==> config.mk <==
export PLATFORM = sky130hd
export DESIGN_NAME = dual_channel_frame_receiver_crc16_flat
export DESIGN_NICKNAME = d
export VERILOG_FILES = /design/src/rtl/dcfr_pkg.sv /design/src/rtl/dcfr_in_if.sv /design/src/rtl/dcfr_out_if.sv /design/src/rtl/dcfr_front.sv /design/src/rtl/dcfr_queue.sv /design/src/rtl/dcfr_parser.sv /design/src/rtl/dcfr_back.sv /design/src/rtl/dual_channel_frame_receiver_crc16.sv /design/src/flat_wrapper.sv
export VERILOG_INCLUDE_DIRS = /design/src /design/src/rtl
export SDC_FILE = /design/constraint.sdc
export NUM_CORES = 2
export LEC_CHECK = 0
export BUFFER_PORTS_ARGS = -buffer_cell sky130_fd_sc_hd__buf_4
export CAP_MARGIN = 30
export CORE_MARGIN = 10
export CORE_UTILIZATION = 55
export CTS_CLUSTER_SIZE = 28
export DETAILED_ROUTE_END_ITERATION = 7
export PLACE_DENSITY = 0.71
export REMOVE_ABC_BUFFERS = 1
export SETUP_SLACK_MARGIN = 0.1
export SYNTH_ARGS = -nofsm -noshare
export SYNTH_HDL_FRONTEND = slang
export SYNTH_SLANG_ARGS = --single-unit
==> constraint.sdc <==
create_clock -name clk -period 6.5 [get_ports clk]
set_clock_uncertainty 0.15 [all_clocks]
set_input_delay 0.975 -clock clk [delete_from_list [all_inputs] [get_ports clk]]
set_output_delay 0.975 -clock clk [all_outputs]
set_load 0.02 [all_outputs]
==> src/rtl/dual_channel_frame_receiver_crc16_assert.svh <==
// Assertion macros used by the receiver back end.
// Both macros sample on the rising clock edge and are disabled during reset.
`ifndef DUAL_CHANNEL_FRAME_RECEIVER_CRC16_ASSERT_SVH
`define DUAL_CHANNEL_FRAME_RECEIVER_CRC16_ASSERT_SVH

// The condition must hold in the same cycle as the trigger.
`define DCFR_ASSERT_IMPL(label, clk, rst, ante, cons) \
  label: assert property (@(posedge clk) disable iff (rst) (ante) |-> (cons)) \
    else $error("receiver assertion failed");

// The condition must hold in the cycle after the trigger.
`define DCFR_ASSERT_NEXT(label, clk, rst, ante, cons) \
  label: assert property (@(posedge clk) disable iff (rst) (ante) |=> (cons)) \
    else $error("receiver assertion failed");

`endif

==> src/rtl/dcfr_pkg.sv <==
package dcfr_pkg;

  // Operation codes, equal to the kind field of an input transaction.
  typedef enum logic [1:0] {
    OP_BYTE    = 2'd0,
    OP_READ    = 2'd1,
    OP_RELEASE = 2'd2,
    OP_RESTART = 2'd3
  } op_t;

  typedef enum logic [2:0] {
    PH_SYNC1 = 3'd0,
    PH_SYNC2 = 3'd1,
    PH_CMD   = 3'd2,
    PH_LEN   = 3'd3,
    PH_DATA  = 3'd4,
    PH_CRCL  = 3'd5,
    PH_CRCH  = 3'd6
  } phase_t;

  localparam logic [7:0]  SYNC_FIRST  = 8'h55;
  localparam logic [7:0]  SYNC_SECOND = 8'hAA;
  localparam logic [15:0] CRC_INIT    = 16'hFFFF;
  localparam logic [15:0] CRC_POLY    = 16'hA001;
  localparam logic [1:0]  LOCK_NONE   = 2'd0;
  localparam int          QUEUE_DEPTH = 2;

  // A decoded transaction as it travels from the front end to the back end.
  typedef struct packed {
    op_t        op;
    logic       chan_present;
    logic       chan;
    logic [7:0] data;
    logic       idx_ok;
    logic [6:0] idx;
  } cmd_t;

  // What one deframer lane reports to the back end.
  typedef struct packed {
    logic       good;
    logic       wr_en;
    logic [7:0] wr_off;
    logic [7:0] command;
    logic [7:0] length;
  } lane_stat_t;

  // One byte of CRC-16/MODBUS, reflected, bit by bit.
  function automatic logic [15:0] crc_step(input logic [15:0] crc, input logic [7:0] b);
    logic [15:0] c;
    c = crc ^ {8'h00, b};
    for (int k = 0; k < 8; k++) begin
      c = c[0] ? ((c >> 1) ^ CRC_POLY) : (c >> 1);
    end
    return c;
  endfunction

endpackage

==> src/rtl/dcfr_in_if.sv <==
interface dcfr_in_if;
  logic       valid;
  logic       ready;
  logic [1:0] kind;
  logic       channel;
  logic [7:0] data_byte;
  logic [6:0] read_index;

  modport source (output valid, output kind, output channel, output data_byte,
                  output read_index, input ready);
  modport sink (input valid, input kind, input channel, input data_byte,
                input read_index, output ready);
endinterface

==> src/rtl/dcfr_out_if.sv <==
interface dcfr_out_if;
  logic        valid;
  logic        ready;
  logic        accepted;
  logic        frame_held;
  logic [1:0]  locked_channel;
  logic [7:0]  frame_command;
  logic [7:0]  frame_length;
  logic [7:0]  read_data;
  logic [31:0] received_total;

  modport source (output valid, output accepted, output frame_held,
                  output locked_channel, output frame_command, output frame_length,
                  output read_data, output received_total, input ready);
  modport sink (input valid, input accepted, input frame_held,
                input locked_channel, input frame_command, input frame_length,
                input read_data, input received_total, output ready);
endinterface

==> src/rtl/dcfr_front.sv <==
module dcfr_front
  import dcfr_pkg::*;
#(
  parameter int PAYLOAD_MAX   = 128,
  parameter int CHANNEL_COUNT = 2
) (
  input  logic       clk,
  input  logic       rst,
  dcfr_in_if.sink    req,
  output logic       push_valid,
  output cmd_t       push_cmd,
  input  logic       push_ready
);

  logic f_valid;
  logic f_valid_next;
  cmd_t f_cmd;
  logic take;

  // The decode register drains into the queue while a new transaction lands.
  assign req.ready = !f_valid || push_ready;
  assign take      = req.valid && req.ready;

  always_comb begin
    f_valid_next = f_valid;
    if (take) begin
      f_valid_next = 1'b1;
    end else if (push_ready) begin
      f_valid_next = 1'b0;
    end
  end

  always_ff @(posedge clk) begin
    if (rst) begin
      f_valid <= 1'b0;
    end else begin
      f_valid <= f_valid_next;
    end
  end

  always_ff @(posedge clk) begin
    if (take) begin
      f_cmd.op           <= op_t'(req.kind);
      f_cmd.chan_present <= (32'(req.channel) < CHANNEL_COUNT);
      f_cmd.chan         <= req.channel;
      f_cmd.data         <= req.data_byte;
      f_cmd.idx_ok       <= (32'(req.read_index) < PAYLOAD_MAX);
      f_cmd.idx          <= req.read_index;
    end
  end

  assign push_valid = f_valid;
  assign push_cmd   = f_cmd;

endmodule

==> src/rtl/dcfr_queue.sv <==
module dcfr_queue
  import dcfr_pkg::*;
(
  input  logic clk,
  input  logic rst,
  input  logic push_valid,
  input  cmd_t push_cmd,
  output logic push_ready,
  output logic pop_valid,
  output cmd_t pop_cmd,
  input  logic pop
);

  localparam int PW = (QUEUE_DEPTH > 1) ? $clog2(QUEUE_DEPTH) : 1;
  localparam int CW = $clog2(QUEUE_DEPTH + 1);

  cmd_t          slots [QUEUE_DEPTH];
  logic [PW-1:0] wr_ptr;
  logic [PW-1:0] rd_ptr;
  logic [CW-1:0] count;
  logic          do_push;

  assign push_ready = (count != CW'(QUEUE_DEPTH));
  assign pop_valid  = (count != '0);
  assign pop_cmd    = slots[rd_ptr];
  assign do_push    = push_valid && push_ready;

  function automatic logic [PW-1:0] ptr_inc(input logic [PW-1:0] p);
    return (p == PW'(QUEUE_DEPTH - 1)) ? '0 : p + PW'(1);
  endfunction

  always_ff @(posedge clk) begin
    if (rst) begin
      wr_ptr <= '0;
      rd_ptr <= '0;
      count  <= '0;
    end else begin
      if (do_push) begin
        wr_ptr <= ptr_inc(wr_ptr);
      end
      if (pop) begin
        rd_ptr <= ptr_inc(rd_ptr);
      end
      if (do_push && !pop) begin
        count <= count + CW'(1);
      end else if (pop && !do_push) begin
        count <= count - CW'(1);
      end
    end
  end

  always_ff @(posedge clk) begin
    if (do_push) begin
      slots[wr_ptr] <= push_cmd;
    end
  end

endmodule

==> src/rtl/dcfr_parser.sv <==
module dcfr_parser
  import dcfr_pkg::*;
#(
  parameter int PAYLOAD_MAX = 128
) (
  input  logic       clk,
  input  logic       rst,
  input  logic       clear,
  input  logic       take,
  input  logic [7:0] data_byte,
  output lane_stat_t stat
);

  localparam logic [7:0] MAX_LEN = 8'(PAYLOAD_MAX);

  phase_t      phase, phase_next;
  logic [7:0]  command, command_next;
  logic [7:0]  length, length_next;
  logic [7:0]  fill_offset, fill_offset_next;
  logic [7:0]  crc_low, crc_low_next;
  logic [15:0] crc, crc_next;
  logic [7:0]  off_inc;
  logic [15:0] crc_upd;

  assign off_inc = fill_offset + 8'd1;
  assign crc_upd = crc_step(crc, data_byte);

  always_comb begin
    phase_next       = phase;
    command_next     = command;
    length_next      = length;
    fill_offset_next = fill_offset;
    crc_low_next     = crc_low;
    crc_next         = crc;
    stat.good        = 1'b0;
    stat.wr_en       = 1'b0;
    stat.wr_off      = fill_offset;
    stat.command     = command;
    stat.length      = length;
    if (take) begin
      unique case (phase)
        PH_SYNC1: begin
          if (data_byte == SYNC_FIRST) begin
            phase_next = PH_SYNC2;
          end
        end
        PH_SYNC2: begin
          if (data_byte == SYNC_SECOND) begin
            phase_next = PH_CMD;
            crc_next   = CRC_INIT;
          end else if (data_byte != SYNC_FIRST) begin
            phase_next = PH_SYNC1;
          end
        end
        PH_CMD: begin
          command_next = data_byte;
          crc_next     = crc_upd;
          phase_next   = PH_LEN;
        end
        PH_LEN: begin
          fill_offset_next = 8'd0;
          if (data_byte > MAX_LEN) begin
            phase_next = PH_SYNC1;
          end else begin
            length_next = data_byte;
            crc_next    = crc_upd;
            phase_next  = (data_byte == 8'd0) ? PH_CRCL : PH_DATA;
          end
        end
        PH_DATA: begin
          stat.wr_en       = (fill_offset < MAX_LEN);
          crc_next         = crc_upd;
          fill_offset_next = off_inc;
          if (off_inc >= length) begin
            phase_next = PH_CRCL;
          end
        end
        PH_CRCL: begin
          crc_low_next = data_byte;
          phase_next   = PH_CRCH;
        end
        PH_CRCH: begin
          phase_next = PH_SYNC1;
          stat.good  = (crc_low == crc[7:0]) && (data_byte == crc[15:8]);
        end
        default: begin
          phase_next = PH_SYNC1;
        end
      endcase
    end
  end

  always_ff @(posedge clk) begin
    if (rst || clear) begin
      phase       <= PH_SYNC1;
      command     <= 8'd0;
      length      <= 8'd0;
      fill_offset <= 8'd0;
      crc_low     <= 8'd0;
      crc         <= CRC_INIT;
    end else begin
      phase       <= phase_next;
      command     <= command_next;
      length      <= length_next;
      fill_offset <= fill_offset_next;
      crc_low     <= crc_low_next;
      crc         <= crc_next;
    end
  end

endmodule

==> src/rtl/dcfr_back.sv <==
`include "dual_channel_frame_receiver_crc16_assert.svh"

module dcfr_back
  import dcfr_pkg::*;
#(
  parameter int PAYLOAD_MAX   = 128,
  parameter int CHANNEL_COUNT = 2
) (
  input  logic       clk,
  input  logic       rst,
  input  logic       q_valid,
  input  cmd_t       q_cmd,
  output logic       q_pop,
  dcfr_out_if.source rsp
);

  localparam int DEPTH = CHANNEL_COUNT * PAYLOAD_MAX;
  localparam int AW    = $clog2(DEPTH);

  lane_stat_t               lane_stat [CHANNEL_COUNT];
  logic [CHANNEL_COUNT-1:0] lane_take;
  logic                     any_good;
  logic                     adv;
  logic                     is_byte;
  logic                     restart_go;
  logic [1:0]               owner, owner_next;
  logic                     pending, pending_next;
  logic [31:0]              total;
  logic                     r_valid;
  logic                     r_accepted;
  logic                     r_rd_hit;
  logic                     rd_hit;
  logic [7:0]               rd_q;
  logic [7:0]               mem [DEPTH];
  logic                     wr_en;
  logic [AW-1:0]            wr_addr;
  logic [AW-1:0]            rd_addr;
  logic [7:0]               sel_command;
  logic [7:0]               sel_length;

  // Execute when the result register is free or being emptied this cycle.
  assign adv        = q_valid && (!r_valid || rsp.ready);
  assign q_pop      = adv;
  assign is_byte    = adv && (q_cmd.op == OP_BYTE) && !pending;
  assign restart_go = adv && (q_cmd.op == OP_RESTART);
  assign rd_hit     = (q_cmd.op == OP_READ) && (owner != LOCK_NONE) && q_cmd.idx_ok;

  for (genvar c = 0; c < CHANNEL_COUNT; c++) begin : g_lane
    assign lane_take[c] = is_byte && q_cmd.chan_present && (q_cmd.chan == 1'(c)) &&
                          ((owner == LOCK_NONE) || (owner == 2'(c + 1)));

    dcfr_parser #(
      .PAYLOAD_MAX (PAYLOAD_MAX)
    ) u_parser (
      .clk       (clk),
      .rst       (rst),
      .clear     (restart_go),
      .take      (lane_take[c]),
      .data_byte (q_cmd.data),
      .stat      (lane_stat[c])
    );
  end

  always_comb begin
    any_good    = 1'b0;
    wr_en       = 1'b0;
    wr_addr     = '0;
    rd_addr     = '0;
    sel_command = 8'd0;
    sel_length  = 8'd0;
    for (int c = 0; c < CHANNEL_COUNT; c++) begin
      if (lane_stat[c].good) begin
        any_good = 1'b1;
      end
      if (lane_stat[c].wr_en) begin
        wr_en   = 1'b1;
        wr_addr = AW'(c * PAYLOAD_MAX) + AW'(lane_stat[c].wr_off);
      end
      if (owner == 2'(c + 1)) begin
        rd_addr     = AW'(c * PAYLOAD_MAX) + AW'(q_cmd.idx);
        sel_command = lane_stat[c].command;
        sel_length  = lane_stat[c].length;
      end
    end
  end

  always_comb begin
    owner_next   = owner;
    pending_next = pending;
    if (adv) begin
      unique case (q_cmd.op)
        OP_BYTE: begin
          if (any_good) begin
            pending_next = 1'b1;
            if (owner == LOCK_NONE) begin
              owner_next = {1'b0, q_cmd.chan} + 2'd1;
            end
          end
        end
        OP_READ: begin
          owner_next = owner;
        end
        OP_RELEASE: begin
          pending_next = 1'b0;
        end
        OP_RESTART: begin
          owner_next   = LOCK_NONE;
          pending_next = 1'b0;
        end
        default: begin
          owner_next = owner;
        end
      endcase
    end
  end

  always_ff @(posedge clk) begin
    if (rst) begin
      owner   <= LOCK_NONE;
      pending <= 1'b0;
      total   <= 32'd0;
      r_valid <= 1'b0;
    end else begin
      owner   <= owner_next;
      pending <= pending_next;
      if (restart_go) begin
        total <= 32'd0;
      end else if (|lane_take) begin
        total <= total + 32'd1;
      end
      if (adv) begin
        r_valid <= 1'b1;
      end else if (rsp.ready) begin
        r_valid <= 1'b0;
      end
    end
  end

  always_ff @(posedge clk) begin
    if (wr_en) begin
      mem[wr_addr] <= q_cmd.data;
    end
    if (adv) begin
      rd_q       <= mem[rd_addr];
      r_accepted <= is_byte;
      r_rd_hit   <= rd_hit;
    end
  end

  // The state registers hold exactly the post-transaction values while a result waits.
  assign rsp.valid          = r_valid;
  assign rsp.accepted       = r_accepted;
  assign rsp.frame_held     = pending;
  assign rsp.locked_channel = owner;
  assign rsp.frame_command  = sel_command;
  assign rsp.frame_length   = sel_length;
  assign rsp.read_data      = r_rd_hit ? rd_q : 8'd0;
  assign rsp.received_total = total;

  `DCFR_ASSERT_IMPL(a_one_lane, clk, rst, 1'b1, $onehot0(lane_take))
  `DCFR_ASSERT_IMPL(a_pending_locked, clk, rst, pending, owner != LOCK_NONE)
  `DCFR_ASSERT_NEXT(a_good_sets_pending, clk, rst, adv && any_good, pending)
  `DCFR_ASSERT_IMPL(a_write_from_byte, clk, rst, wr_en, is_byte)

endmodule

==> src/rtl/dual_channel_frame_receiver_crc16.sv <==
// Dual-channel frame receiver with CRC-16/MODBUS checking. Each transaction on req
// is one of: a received byte with its channel, a payload read by index, a frame
// release, or a restart. Every transaction yields exactly one transaction on rsp,
// carrying the status after it: whether a byte was taken, whether a checked frame
// is pending, the locked channel with its frame command and length, the payload
// byte read, and a wrapping count of parsed bytes. A frame is 0x55 0xAA, command,
// length (at most PAYLOAD_MAX, else the frame is dropped), payload, and the CRC low
// byte first; the CRC runs over command, length and payload. The first good frame
// locks the block to its channel and bytes from the other channel are then dropped;
// while a frame is pending, received bytes are refused (accepted low) until a
// release. The block takes one transaction per clock cycle when rsp is ready. A
// request passes through the decode register and then the head of the
// two-entry queue, where the execute stage updates the deframers, writes or reads
// the payload memory and loads the result register that drives rsp. While rsp
// stalls, the result register holds, then the queue and the decode register fill,
// and req.ready falls.
// The payload memory holds CHANNEL_COUNT * PAYLOAD_MAX bytes with one write and
// one registered read port; it is not cleared, so reading an entry that has not
// been written since reset or restart returns an undefined byte.
module dual_channel_frame_receiver_crc16
  import dcfr_pkg::*;
#(
  parameter int PAYLOAD_MAX   = 128,
  parameter int CHANNEL_COUNT = 2
) (
  input  logic       clk,
  input  logic       rst,
  dcfr_in_if.sink    req,
  dcfr_out_if.source rsp
);

  // Front end to queue.
  logic push_valid;
  logic push_ready;
  cmd_t push_cmd;

  // Queue to back end.
  logic pop_valid;
  logic pop;
  cmd_t pop_cmd;

  // The front end registers and classifies each transaction: operation, whether the
  // channel exists and whether the read index falls inside the payload store.
  dcfr_front #(
    .PAYLOAD_MAX   (PAYLOAD_MAX),
    .CHANNEL_COUNT (CHANNEL_COUNT)
  ) u_front (
    .clk        (clk),
    .rst        (rst),
    .req        (req),
    .push_valid (push_valid),
    .push_cmd   (push_cmd),
    .push_ready (push_ready)
  );

  // A short queue lets the front end keep accepting while the back end waits on rsp.
  dcfr_queue u_queue (
    .clk        (clk),
    .rst        (rst),
    .push_valid (push_valid),
    .push_cmd   (push_cmd),
    .push_ready (push_ready),
    .pop_valid  (pop_valid),
    .pop_cmd    (pop_cmd),
    .pop        (pop)
  );

  // The back end owns the deframer lanes, the lock, the pending flag, the payload
  // memory and the result register.
  dcfr_back #(
    .PAYLOAD_MAX   (PAYLOAD_MAX),
    .CHANNEL_COUNT (CHANNEL_COUNT)
  ) u_back (
    .clk     (clk),
    .rst     (rst),
    .q_valid (pop_valid),
    .q_cmd   (pop_cmd),
    .q_pop   (pop),
    .rsp     (rsp)
  );

endmodule
==> src/flat_wrapper.sv <==
// flat-port wrapper written by rule: the top's interface ports become plain ports
module dual_channel_frame_receiver_crc16_flat import dcfr_pkg::*;
#(
  parameter int PAYLOAD_MAX   = 128,
  parameter int CHANNEL_COUNT = 2
)
  (clk, rst, req_valid, req_kind, req_channel, req_data_byte, req_read_index, req_ready, rsp_valid, rsp_accepted, rsp_frame_held, rsp_locked_channel, rsp_frame_command, rsp_frame_length, rsp_read_data, rsp_received_total, rsp_ready);
  dcfr_in_if req_i ();
  dcfr_out_if rsp_i ();
  input  logic clk;
  input  logic rst;
  input wire logic [$bits(req_i.valid)-1:0] req_valid;
  input wire logic [$bits(req_i.kind)-1:0] req_kind;
  input wire logic [$bits(req_i.channel)-1:0] req_channel;
  input wire logic [$bits(req_i.data_byte)-1:0] req_data_byte;
  input wire logic [$bits(req_i.read_index)-1:0] req_read_index;
  output wire logic [$bits(req_i.ready)-1:0] req_ready;
  output wire logic [$bits(rsp_i.valid)-1:0] rsp_valid;
  output wire logic [$bits(rsp_i.accepted)-1:0] rsp_accepted;
  output wire logic [$bits(rsp_i.frame_held)-1:0] rsp_frame_held;
  output wire logic [$bits(rsp_i.locked_channel)-1:0] rsp_locked_channel;
  output wire logic [$bits(rsp_i.frame_command)-1:0] rsp_frame_command;
  output wire logic [$bits(rsp_i.frame_length)-1:0] rsp_frame_length;
  output wire logic [$bits(rsp_i.read_data)-1:0] rsp_read_data;
  output wire logic [$bits(rsp_i.received_total)-1:0] rsp_received_total;
  input wire logic [$bits(rsp_i.ready)-1:0] rsp_ready;
  assign req_i.valid = req_valid;
  assign req_i.kind = req_kind;
  assign req_i.channel = req_channel;
  assign req_i.data_byte = req_data_byte;
  assign req_i.read_index = req_read_index;
  assign req_ready = req_i.ready;
  assign rsp_valid = rsp_i.valid;
  assign rsp_accepted = rsp_i.accepted;
  assign rsp_frame_held = rsp_i.frame_held;
  assign rsp_locked_channel = rsp_i.locked_channel;
  assign rsp_frame_command = rsp_i.frame_command;
  assign rsp_frame_length = rsp_i.frame_length;
  assign rsp_read_data = rsp_i.read_data;
  assign rsp_received_total = rsp_i.received_total;
  assign rsp_i.ready = rsp_ready;
  dual_channel_frame_receiver_crc16 #(.PAYLOAD_MAX(PAYLOAD_MAX), .CHANNEL_COUNT(CHANNEL_COUNT)) u_core (.clk(clk), .rst(rst), .req(req_i), .rsp(rsp_i));
endmodule
==> impl_metrics.sql <==
INSERT INTO impl_metrics (metric_group, metric, value, unit) VALUES
('place', 'gp_congestion', '0.914', ''),
('sta', 'setup_violations', '0', ''),
('cts', 'post_cts.repair.setup_buffers', '0', ''),
('synthesis', 'yosysWarnings', '0', ''),
('sta', 'report.final.hold_viol_count', '0', ''),
('place', 'hpwl', '159', 'mm'),
('critical_path', 'worst_setup_path_start_kind', 'register', ''),
('synthesis', 'synth.top_cells.by_area', 'sky130_fd_sc_hd__edfxtp_1 (71%), sky130_fd_sc_hd__dfxtp_1 (3.2%), sky130_fd_sc_hd__nand2_1 (3.1%), sky130_fd_sc_hd__o22ai_1 (2.9%), sky130_fd_sc_hd__a32oi_1 (2.5%)', ''),
('drt', 'drtAntennaViolNets', '0', ''),
('grt', 'gr-usage-all-layers', '0.287', ''),
('cts', 'holdBufCountCts', '0', ''),
('grt', 'global_route.overflow_total', '0', ''),
('cts', 'worst_setup_hold_path_clk_slew', '60', 'ps'),
('drt', 'drc', '0', ''),
('cts', 'cts_resized', '0', ''),
('grt', 'first_global_vias', '56700', ''),
('worst_hold_path', 'holdCritStartpoint', 'req_read_index[5]', ''),
('synthesis', 'synth_seq_area_share', '0.743', ''),
('synthesis', 'top_post_synthesis_cells_by_count', 'sky130_fd_sc_hd__edfxtp_1 (2112), sky130_fd_sc_hd__nand2_1 (737), sky130_fd_sc_hd__nor2_1 (478)', ''),
('place', 'detailedPlace.worstSlack', '970', 'ps'),
('sta', 'totalNegativeSetupSlack', '0', 'ps'),
('grt', 'initial_antenna_violation_count', '7', ''),
('floorplan', 'core.rowCount', '147', ''),
('sta', 'post-route-period-util', '0.869', ''),
('finish', 'drive_gt1_frac', '0.101', ''),
('drt', 'initialDrtViolationCount', '8970', ''),
('run', 'max_cap_violations', '0', ''),
('floorplan', 'top_level_ports', '84', ''),
('floorplan', 'coreArea', '161000', 'um^2'),
('place', 'port-buffer-count', '83', ''),
('cts', 'max-clock-path-buffers', '3', ''),
('power_and_ir_drop', 'power_per_cell_area', '354', 'nW/um^2'),
('cts', 'clk_root_buffer_cell', 'sky130_fd_sc_hd__clkbuf_16', ''),
('cts', 'tritoncts', 'yes', ''),
('floorplan', 'chipWidth', '423', 'um'),
('synthesis', 'number_of_storage_elements_in_the_synthesis_netlist', '2256', ''),
('finish', 'fillCellCount', '11600', ''),
('drt', 'postRouteWirelength', '266', 'mm'),
('floorplan', 'die_height', '423', 'um'),
('cts', 'cts_made_buffers', '213', ''),
('power_and_ir_drop', 'leakagePower', '31.8', 'nW'),
('run_status', 'outcome', 'completed', ''),
('synthesis', 'syn_inst', '6340', ''),
('cts', 'worst_skew_pair.late_latency', '860', 'ps'),
('cts', 'clock-sinks', '2256', ''),
('critical_path', 'classification_of_the_worst_setup_path', 'register to register', ''),
('critical_path', 'timing.critical_path.to_type', 'register', ''),
('grt', 'grt_max_degree', '149', ''),
('drt', 'pre_repair_dr_iteration_count', '7', ''),
('cts', 'h-tree-depth', '4', ''),
('synthesis', 'yosys.area.top_type', 'sky130_fd_sc_hd__edfxtp_1', ''),
('sta', 'max_freq', '177', 'MHz'),
('drt', 'drt-wirelength-per-cell', '30.6', 'um'),
('synthesis', 'ys_types', '81', ''),
('place', 'placed_cells', '8288', ''),
('power_and_ir_drop', 'irDropWorstVdd', '0.283', 'mV'),
('sta', 'worst_pin_slew', '1120', 'ps'),
('sta', 'finalHoldWorstSlack', '144', 'ps'),
('critical_path', 'max_fanout_on_critical_path', '27', ''),
('floorplan', 'initial_utilization', '0.555', ''),
('drt', 'vias', '59500', ''),
('synthesis', 'async_reset_ff_frac', '0', ''),
('sta', 'slew_viol_final', '0', ''),
('drt', 'drt-vias-per-instance', '6.85', ''),
('worst_hold_path', 'min_path_type', 'input pin to register', ''),
('critical_path', 'worstRegToRegCells', '8', ''),
('sta', 'layout_min_cycle_time', '5650', 'ps'),
('sta', 'fin_ws', '849', 'ps'),
('critical_path', 'timing.critical_path.required', '6840', 'ps'),
('synthesis', 'syn_area_per_cell', '14.1', 'um^2'),
('synthesis', 'synth_edf_count', '2112', '');
## sequential cells by signal, indices dropped and copies added (netlist names), 2 cells and up, named ones only
signal and cells:
u_core.u_back.g_lane.u_parser.command 16, u_core.u_back.rd_q 8, u_core.u_back.g_lane.u_parser.fill_offset 16, u_core.u_queue.count 2
u_core.u_back.g_lane.u_parser.phase 6, u_core.u_front.push_cmd 18, u_core.u_back.g_lane.u_parser.crc_low 16, u_core.u_back.rsp.received_total 32
u_core.u_queue.slots 36, u_core.u_back.g_lane.u_parser.crc 32, u_core.u_back.g_lane.u_parser.length 16, u_core.u_back.rsp.locked_channel 2
u_core.u_back.mem 2048
## cell type report
type,instances,area (um^2),share of cell area
flip-flops and latches,2256,66300,0.664
multi-input cells,3557,21100,0.211
clock buffers,268,5690,0.0570
repair buffers,285,2720,0.0273
well taps,2160,2700,0.0271
clock inverters,124,1090,0.0110
inverters,32,180,0.00181
diodes,8,20.0,0.000201
## cell families after synthesis
family / synth area share
AOI/OAI and AO/OA: 0.121
muxes: 0.00772
and+or+nand+nor: 0.0895
xor gates and xnor gates: 0.0130
buffers and inverters: 0.0233
DFF: 0.743
adders and majority gates: 0.00280
## layout by cell type (no fill, tap or decap), types with 15 or more instances in the layout
cell type	netlist	routed
sky130_fd_sc_hd__buf_12	0	31
sky130_fd_sc_hd__o21ai_0	138	138
sky130_fd_sc_hd__o22ai_1	420	420
sky130_fd_sc_hd__a211oi_1	224	224
sky130_fd_sc_hd__and3_1	163	163
sky130_fd_sc_hd__buf_4	0	240
sky130_fd_sc_hd__o31ai_1	15	15
sky130_fd_sc_hd__o221ai_1	70	70
sky130_fd_sc_hd__xor2_1	50	49
sky130_fd_sc_hd__a31oi_1	25	25
sky130_fd_sc_hd__ha_1	20	20
sky130_fd_sc_hd__clkinv_1	0	46
sky130_fd_sc_hd__a21o_1	19	19
sky130_fd_sc_hd__xnor2_1	80	79
sky130_fd_sc_hd__nand4_1	55	55
sky130_fd_sc_hd__nor2_1	478	465
sky130_fd_sc_hd__bufinv_16	0	17
sky130_fd_sc_hd__nand2_1	737	734
sky130_fd_sc_hd__edfxtp_1	2112	2112
sky130_fd_sc_hd__nor3_1	79	76
sky130_fd_sc_hd__a32oi_1	259	259
sky130_fd_sc_hd__and2_1	18	18
sky130_fd_sc_hd__clkbuf_1	357	43
sky130_fd_sc_hd__o21ai_1	26	26
sky130_fd_sc_hd__a311oi_1	22	22
sky130_fd_sc_hd__clkinv_2	0	41
sky130_fd_sc_hd__nand3_1	199	199
sky130_fd_sc_hd__mux2i_1	49	43
sky130_fd_sc_hd__clkbuf_16	0	217
sky130_fd_sc_hd__o211ai_1	82	82
sky130_fd_sc_hd__a22oi_1	23	23
sky130_fd_sc_hd__dfxtp_1	144	143
sky130_fd_sc_hd__inv_1	28	24
sky130_fd_sc_hd__a21oi_1	144	142
## worst paths after layout
| check | to | slack [ps] |
|---|---|---|
| max | u_core.u_back.mem[251][7] | 850 |
| min | u_core.u_front.push_cmd[5] | 140 |
| max reg2reg | u_core.u_back.mem[251][7] | 850 |
| min reg2reg | u_core.u_queue.slots[0][7] | 300 |
## worst max-delay path, cell delays in order, from the launching register on
cell                        delay, ps
sky130_fd_sc_hd__dfxtp_2          870
sky130_fd_sc_hd__or3b_1           490
sky130_fd_sc_hd__a2111oi_4        450
sky130_fd_sc_hd__and4b_1          760
sky130_fd_sc_hd__a21o_1           220
sky130_fd_sc_hd__a32oi_1           50
sky130_fd_sc_hd__o21ai_1          600
sky130_fd_sc_hd__nand3_1          840
sky130_fd_sc_hd__nor2_1           850
## stage by stage
stage                     power (W)  area, um^2
after global placement       0.0231       92700
after CTS                    0.0352       99700
after floorplan              0.0210       87300
final                        0.0353       99800
after global routing         0.0361       99800
after detailed placement     0.0232       92900
## layer usage
layer  vias to the layer above  wire length [um]  global-route usage
li1                      24900                 -                   -
met1                     29300             95700               0.382
met2                      4505            119000               0.433
met3                       811             34700              0.0764
met4                        14             16100               0.153
met5                         -               101                   0
## power breakdown
group	internal [W]	total [W]	switching, W
clock	0.00686	0.0122	0.00532
sequential	0.0171	0.0172	0.0000997
combinational	0.00139	0.00596	0.00457
Note: power is estimated with default switching activity, not from simulation.
